## src/design/ortest_pkg.sv

```systemverilog
`timescale 1ns / 1ps
// Shared widths, types and latency for the oriented rectangle overlap test.
// No dependencies; every other design file refers to this package by scoped names.

package ortest_pkg;

    localparam int COORD_WIDTH = 16;
    // edge vector component: difference of two corners
    localparam int EDGE_W      = COORD_WIDTH + 1;
    // corner relative to a base corner, fourth corner included
    localparam int REL_W       = COORD_WIDTH + 3;
    localparam int PROD_W      = REL_W + EDGE_W;
    localparam int DOT_W       = PROD_W + 1;
    localparam int LEN_W       = 2 * EDGE_W + 1;
    localparam int CORNERS     = 4;
    localparam int LANES       = 4;
    // front stage, products, sums, compares, axis verdict, result
    localparam int LATENCY     = 6;

    typedef logic signed [COORD_WIDTH-1:0] coord_t;

    typedef struct packed {
        logic [EDGE_W-1:0]              ex;
        logic [EDGE_W-1:0]              ey;
        logic [CORNERS-1:0][REL_W-1:0]  qx;
        logic [CORNERS-1:0][REL_W-1:0]  qy;
    } lane_in_t;

endpackage

```

## src/design/ortest_front.sv

```systemverilog
`timescale 1ns / 1ps
// Front stage: edge vectors of one rectangle and the other rectangle's corners
// relative to its base corner, registered. Depends on ortest_pkg.

module ortest_front (
    input  logic                  clk,
    input  ortest_pkg::coord_t    self_base_x,
    input  ortest_pkg::coord_t    self_base_y,
    input  ortest_pkg::coord_t    self_side_x,
    input  ortest_pkg::coord_t    self_side_y,
    input  ortest_pkg::coord_t    self_up_x,
    input  ortest_pkg::coord_t    self_up_y,
    input  ortest_pkg::coord_t    other_base_x,
    input  ortest_pkg::coord_t    other_base_y,
    input  ortest_pkg::coord_t    other_side_x,
    input  ortest_pkg::coord_t    other_side_y,
    input  ortest_pkg::coord_t    other_up_x,
    input  ortest_pkg::coord_t    other_up_y,
    output ortest_pkg::lane_in_t  side_lane,
    output ortest_pkg::lane_in_t  up_lane
);

    logic signed [ortest_pkg::REL_W-1:0]  cx [ortest_pkg::CORNERS];
    logic signed [ortest_pkg::REL_W-1:0]  cy [ortest_pkg::CORNERS];
    logic signed [ortest_pkg::EDGE_W-1:0] side_ex;
    logic signed [ortest_pkg::EDGE_W-1:0] side_ey;
    logic signed [ortest_pkg::EDGE_W-1:0] up_ex;
    logic signed [ortest_pkg::EDGE_W-1:0] up_ey;
    ortest_pkg::lane_in_t side_lane_next;
    ortest_pkg::lane_in_t up_lane_next;
    ortest_pkg::lane_in_t side_lane_reg;
    ortest_pkg::lane_in_t up_lane_reg;

    always_comb
    begin
        side_ex = ortest_pkg::EDGE_W'(self_side_x) - ortest_pkg::EDGE_W'(self_base_x);
        side_ey = ortest_pkg::EDGE_W'(self_side_y) - ortest_pkg::EDGE_W'(self_base_y);
        up_ex   = ortest_pkg::EDGE_W'(self_up_x) - ortest_pkg::EDGE_W'(self_base_x);
        up_ey   = ortest_pkg::EDGE_W'(self_up_y) - ortest_pkg::EDGE_W'(self_base_y);

        cx[0] = ortest_pkg::REL_W'(other_base_x) - ortest_pkg::REL_W'(self_base_x);
        cy[0] = ortest_pkg::REL_W'(other_base_y) - ortest_pkg::REL_W'(self_base_y);
        cx[1] = ortest_pkg::REL_W'(other_side_x) - ortest_pkg::REL_W'(self_base_x);
        cy[1] = ortest_pkg::REL_W'(other_side_y) - ortest_pkg::REL_W'(self_base_y);
        cx[2] = ortest_pkg::REL_W'(other_up_x) - ortest_pkg::REL_W'(self_base_x);
        cy[2] = ortest_pkg::REL_W'(other_up_y) - ortest_pkg::REL_W'(self_base_y);
        // fourth corner: side + up - base, taken relative to our base
        cx[3] = ortest_pkg::REL_W'(other_side_x) + ortest_pkg::REL_W'(other_up_x)
              - ortest_pkg::REL_W'(other_base_x) - ortest_pkg::REL_W'(self_base_x);
        cy[3] = ortest_pkg::REL_W'(other_side_y) + ortest_pkg::REL_W'(other_up_y)
              - ortest_pkg::REL_W'(other_base_y) - ortest_pkg::REL_W'(self_base_y);

        side_lane_next.ex = side_ex;
        side_lane_next.ey = side_ey;
        up_lane_next.ex   = up_ex;
        up_lane_next.ey   = up_ey;
        for (int k = 0; k < ortest_pkg::CORNERS; k++)
        begin
            side_lane_next.qx[k] = cx[k];
            side_lane_next.qy[k] = cy[k];
            up_lane_next.qx[k]   = cx[k];
            up_lane_next.qy[k]   = cy[k];
        end
    end

    always_ff @(posedge clk)
    begin
        side_lane_reg <= side_lane_next;
        up_lane_reg   <= up_lane_next;
    end

    assign side_lane = side_lane_reg;
    assign up_lane   = up_lane_reg;

endmodule

```

## config.mk

```make
export PLATFORM = sky130hd
export DESIGN_NAME = ortest_front
export DESIGN_NICKNAME = d
export VERILOG_FILES = /design/src/design/ortest_pkg.sv /design/src/design/ortest_front.sv
export SDC_FILE = /design/constraint.sdc
export NUM_CORES = 1
export LEC_CHECK = 0
export ABC_AREA = 1
export BUFFER_PORTS_ARGS = -buffer_cell sky130_fd_sc_hd__buf_2
export CORE_AREA = 4 4 216 218
export CTS_CLUSTER_SIZE = 40
export DETAILED_ROUTE_END_ITERATION = 8
export DIE_AREA = 0 0 220 222
export PLACE_DENSITY = 0.67
export REMOVE_ABC_BUFFERS = 1
export SLEW_MARGIN = 10
export SYNTH_ARGS = -nofsm -noshare
export SYNTH_HDL_FRONTEND = slang
export SYNTH_SLANG_ARGS = --single-unit
```

## constraint.sdc

```tcl
create_clock -name clk -period 3.88 [get_ports clk]
set_clock_uncertainty 0.1 [all_clocks]
set_input_delay 0.194 -clock clk [delete_from_list [all_inputs] [get_ports clk]]
set_output_delay 0.194 -clock clk [all_outputs]
set_load 0.02 [all_outputs]
```

-- Yosys cells after proc, flatten, opt, wreduce, memory -nomap -nowiden
Cells that the tools add are included.
- bits in registers: 208
- input port bits: 193
- output and inout bits: 372
- word-level logic and storage cells: 28
- add/subtract/negate cells: 16
- operator list (operator ; count):
    $sub 16x16->17 ; 10
    $sub 18x16->19 ; 2
    $sub 17x16->18 ; 2
    $add 16x16->17 ; 2

-- Longest topological paths before layout
Gate-level depths: netlist of the first run.
- word-level depth: 3
- depth in mapped cells: 16
- gate-level depth less buffers: 16

-- Least setup slack after synthesis of the first run
No wires, ideal clock.
- path type: input to register
- start point: input self_base_x[0]
- end point: register up_lane_reg (netlist bit up_lane[149])
- stages on the path: 15
- slack: 1.132 ns
- arrival time: 2.535 ns
- required time: 3.668 ns
- buffers on the path: 0
- setup time: 0.112 ns
- path through: inv_1 fa_1 inv_1 fa_1 inv_1 ha_1 fa_1 nand3_1 nand3_1 nand2_1 nand2_1 nand2_1 nand2_1 nand2_1 nand2_1
- RTL lines (what ; line ; source):
    from (decl) ; ortest_front.sv:7 ; input ortest_pkg::coord_t self_base_x,
    to (signal assigned) ; ortest_front.sv:69 ; up_lane_reg <= up_lane_next;
    to (decl) ; ortest_front.sv:32 ; ortest_pkg::lane_in_t up_lane_reg;

==> run metrics, run 1 <==
Starting Density 42.1%; Final GP Congestion 0.992; vias per std cell around 4.8; Area Overhead vs Synth 21.6%; CTS Buffer Depth 3; vias in the first global route 17500; Yosys cell types 24; synthesized area 0.0189 mm²; htree depth 1; first-pass GRT wire length 96600 µm; final instance area 0.0230 mm²; Die X between 200 and 250 µm; total CTS buffers 26; Most common cell on crit path nand2_1; Leakage ~14 nW; dpl ws 624 ps; Slew @ Worst Pin 534 ps; Hold Vio Cnt, Final 0; FF/Latch Area 0.00416 mm²; Post-synth top cells 771 x nand2_1, 509 x inv_1, 228 x ha_1; nets 3767; CTS tree yes; setup repair bufs after CTS 0; Post-CTS Hold Fix Bufs 80; HP Class input pin to flop; io pins roughly 570; dpl hpwl 53800 µm; status completed; Iter 0 DRT Violations 1341; area of the multi-input gates 0.0116 mm²; Slew HR 64.3%; Arrival @ worst endpoint 3620 ps; core box area 0.0449 mm²; CP Max Fanout 6; root buffer cell clkbuf_16; max reg flops 174; final setup TNS 0 ps; top_reg_cell synth dfxtp_1; DR WL/cell 16.4 µm; peak supply drop between 0.4 and 0.5 mV; most frequent cell after synthesis nand2_1; post-synthesis sequential area ratio about 22%; Worst setup EP type flop; Post-synth EDFFs 0; RSZ-0062 raised after global routing no; Synth top area share ~22%; Worst path slowest cell fa_1; Rows just under 80; Worst Path Class, Setup input pin to flop; initial antenna violation count 4; global route overflow 0; CTS Sinks around 210; Syn Inst Count 2762; final WL 64000 µm; leading area contributor after synthesis dfxtp_1; DRC 0; crit start category input pin; Die Area 0.0488 mm²; largest net degree at the start of global routing 13; post-CTS sizing 0; PD cells between 400 and 500 mW/mm²; die height 222 µm; layout cells sized above 1 19.6%; Max stage delay on crit path 560 ps; Tmin final about 3300 ps; clk slew on worst S/H paths 60 ps; Mapped Avg Cell Area just under 7 µm²; cell chain of the critical path dlygate4sd3_1 > buf_2 > inv_1 > fa_1 > inv_1 > fa_1 > inv_1 > ha_1 > fa_1 > nand3_1 > nand3_1 > nand2_1 > nand2_1 > nand2_1 > nand2_1 > nand2_1 > nand2_1; final setup vio count 0; flops & latches, synth roughly 210; worst setup margin 607 ps; final period utilization 84.4%; Required @ worst endpoint 4230 ps; Max Clk Rate 0.305 GHz; largest cells by area after synthesis dfxtp_1 22%, nand2_1 15%, ha_1 15%, inv_1 10%, fa_1 8.1%; Yosys warnings 0; DP Area 0.0212 mm²; Antenna Nets Post-Route 0; DRT Pass-1 Iters 6; Max Cap Viol 0; gr usage total roughly a quarter; via count 18600; Async SR Flop Fraction 0%; FILL cells 4586; fin. max-slew vios 0; PortBufs 564
final timing paths:
path                            start     endpoint  slack, ps  cells past startpoint
worst min-delay path  other_base_y[2]   up_lane[2]         20                      4
worst max-delay path   self_base_y[0]  up_lane[73]        610                     17
where the power goes:
group	switching (W)	internal, W
Clock	0.00103	0.00164
Combinational	0.00378	0.00191
Sequential	0.000400	0.00271
Total	0.00521	0.00626
metal layers:
layer	global-route usage, %	part of all wire [%]	vias up
met5	0	0	-
met4	9.04	4.0	0
met3	3.14	6.8	132
met2	41.1	45	660
met1	34.3	44	8370
li1	-	-	9400
cell usage in the layout (no fill, tap or decap), drive strengths merged, types with 6 or more instances in the layout:
master	netlist	routed
nor3	34	34
clkinv	0	6
nor2	212	212
a21o	10	10
nand4	15	15
o21bai	14	14
buf	164	564
inv	509	509
fa	76	76
nand3	149	149
a21oi	169	169
and2	18	18
ha	228	228
nand2	784	784
dfxtp	208	208
xor2	65	65
o21ai	81	81
xnor2	23	23
clkbuf	0	36
dlygate4sd3	0	80
logic make-up (layout without fill, tap and decap cells):
logic type / after synthesis / count (layout) / synth area share (%)
other: 0 / 4 / 0
and+or+nand+nor: 1215 / 1215 / 26.2
DFF: 208 / 208 / 22.0
adders and majority gates: 304 / 304 / 23.2
buffers and inverters: 673 / 1200 / 16.6
xor gates and xnor gates: 88 / 88 / 4.08
AOI/OAI and AO/OA: 274 / 274 / 7.90
metrics by stage:
| step | hold slack, ps | total power, W | std cells | util [%] |
|---|---|---|---|---|
| final | 15.6 | 0.0115 | 3893 | 51.2 |
| after global routing | 28.0 | 0.0122 | 3893 | 51.2 |
| after CTS | 2.56 | 0.0115 | 3889 | 51.1 |
| after detailed placement | 369 | 0.00873 | 3762 | 47.3 |
| after global placement | 365 | 0.00873 | 3762 | 47.3 |
| after floorplan | 224 | 0.00669 | 2598 | - |
area by class of cell:
type,instances,area share [%]
tap,600,3.27
clock inverter,11,0.703
inverter,509,8.32
clock buffer,36,3.35
timing repair buffer,644,15.8
sequential,208,18.1
antenna,4,0.0436
multi-input combinational,1881,50.4
critical path, delay by kind of cell:
kind | cells | cell delay, ps
fa+ha+maj | 4 | 1820
buf+inv | 5 | 910
simple gates | 8 | 690
Power figures use the tool's default switching activity.
==> run 2, diff against run 1 <==
- clock period: 3.88 -> 3.3 ns (I/O delays scaled with it)
==> run metrics, run 2 (synthesized netlist as in run 1, its figures left out) <==
post-CTS sizing 0; vias in the first global route 17600; final setup vio count 0; CTS Buffer Depth 3; CTS Sinks 208; status completed; final WL 64500 µm; Arrival @ worst endpoint 3480 ps; DR WL/cell 16.4 µm; Worst Path Class, Setup input pin to flop; Final GP Congestion 0.924; HP Class input pin to flop; CP Max Fanout 4; vias per std cell ~4.8; Hold Vio Cnt, Final 0; io pins 565; clk slew on worst S/H paths 60 ps; Required @ worst endpoint 3660 ps; Iter 0 DRT Violations 1023; FILL cells around 4500; Area Overhead vs Synth 23.3%; DRT Pass-1 Iters 5; commonest cells after routing, fill and taps aside 771 x nand2_1, 564 x buf_2, 509 x inv_1; layout cells sized above 1 between 10% and 20%; hold path endpoint up_lane[35]; total CTS buffers 27; largest net degree at the start of global routing 14; Worst setup EP type flop; Final Hold Slack between 20 and 25 ps; htree depth 1; max reg flops ~170; Max Clk Rate 0.321 GHz; initial antenna violation count 7; Die X ~220 µm; CTS tree yes; nets 3806; crit start category input pin; dpl hpwl 53900 µm; root buffer cell clkbuf_16; global route overflow 0; fin. max-slew vios 0; Max Cap Viol 0; final period utilization between 90 and 100%; commonest non-fill, non-tap cell in the layout nand2_1; final setup TNS 0 ps; PortBufs 564; peak supply drop 0.465 mV; via count about 19000; RSZ-0062 raised after global routing no; DRC 0; Slew @ Worst Pin between 500 and 600 ps; gr usage total 25.3%; PD cells ~570 mW/mm²; Tmin final 3120 ps; die height 222 µm; WHS Path Cells 4; Rows approximately 80; Leakage between 10 and 15 nW; first-pass GRT wire length 96400 µm; Antenna Nets Post-Route 0; Starting Density 42.1%; Hold Crit Start other_side_y[15]; Die Area 0.0488 mm²; core box area between 0.04 and 0.05 mm²; Slew HR 61.8%
## run 2: changes by cell type in the layout (fill, tap and decap cells not counted), sizes merged
cell | before | now
buf | 564 | 568
bufinv | 4 | 2
clkbuf | 36 | 34
clkinvlp | 1 | 2
diode | 4 | 5
dlygate4sd3 | 80 | 114
inv | 509 | 511
## run 2: worst max-delay path, stage by stage
cell and delay (ps):
dlygate4sd3_1 520, buf_2 110, inv_1 60, fa_1 580, inv_1 70, fa_1 470, inv_1 40, ha_1 290
fa_1 530, nand3_1 100, nand3_1 120, nand2_1 80, nand2_1 90, nand2_1 90, nand2_1 60, nand2_1 50
nand2_1 40
## run 2: power by group
| group | switching [W] | total [W] | internal (W) |
|---|---|---|---|
| logic | 0.00448 | 0.00678 | 0.00229 |
| clock network | 0.00122 | 0.00298 | 0.00176 |
| registers | 0.000450 | 0.00364 | 0.00319 |
## run 2: final cells by class
cell class                 count  area [µm²]  share of cell area, %
inverter                     509        1910                   8.20
sequential                   208        4160                   17.9
antenna                        5        12.5                 0.0537
clock inverter                12         130                  0.559
tap                          600         751                   3.22
timing repair buffer         682        3990                   17.1
multi-input combinational   1881       11600                   49.7
clock buffer                  34         752                   3.23
## run 2: worst max path at each step
stage,depth (start not counted),endpoint,slack [ps],from
6_report,17,up_lane[145],180,self_base_x[0]
5_1_grt,17,up_lane[149],30,self_base_x[0]
4_1_cts,17,up_lane[149],230,self_base_x[0]
3_5_place_dp,16,up_lane[149],170,other_base_x[0]
3_3_place_gp,16,up_lane[149],180,other_base_x[0]
2_1_floorplan,15,up_lane[149],580,self_base_x[0]
## run 2: through the flow
| step | utilization, % | std cells | instance area, µm² | worst slack, ps | power (W) |
|---|---|---|---|---|---|
| floorplan | - | 2598 | 17700 | 581 | 0.00787 |
| global placement | 47.4 | 3766 | 21300 | 180 | 0.0103 |
| detailed placement | 47.4 | 3766 | 21300 | 168 | 0.0103 |
| CTS | 51.9 | 3926 | 23300 | 234 | 0.0134 |
| global route | 51.9 | 3930 | 23300 | 30.4 | 0.0143 |
| finish | 51.9 | 3931 | 23300 | 181 | 0.0134 |
## run 2: repair_timing
item	CTS	global route
endpoints found under the hold margin	110	0
hold buffers	114	0
buffers inserted	0	0
## run 2: routing by layer
layer / vias to the layer above / share of wire (%) / global-route usage (%)
li1: 9493 / - / -
met2: 651 / 45 / 41.5
met5: - / 0.020 / 0
met3: 135 / 6.3 / 3.38
met1: 8462 / 44 / 34.0
met4: 2 / 3.8 / 8.91
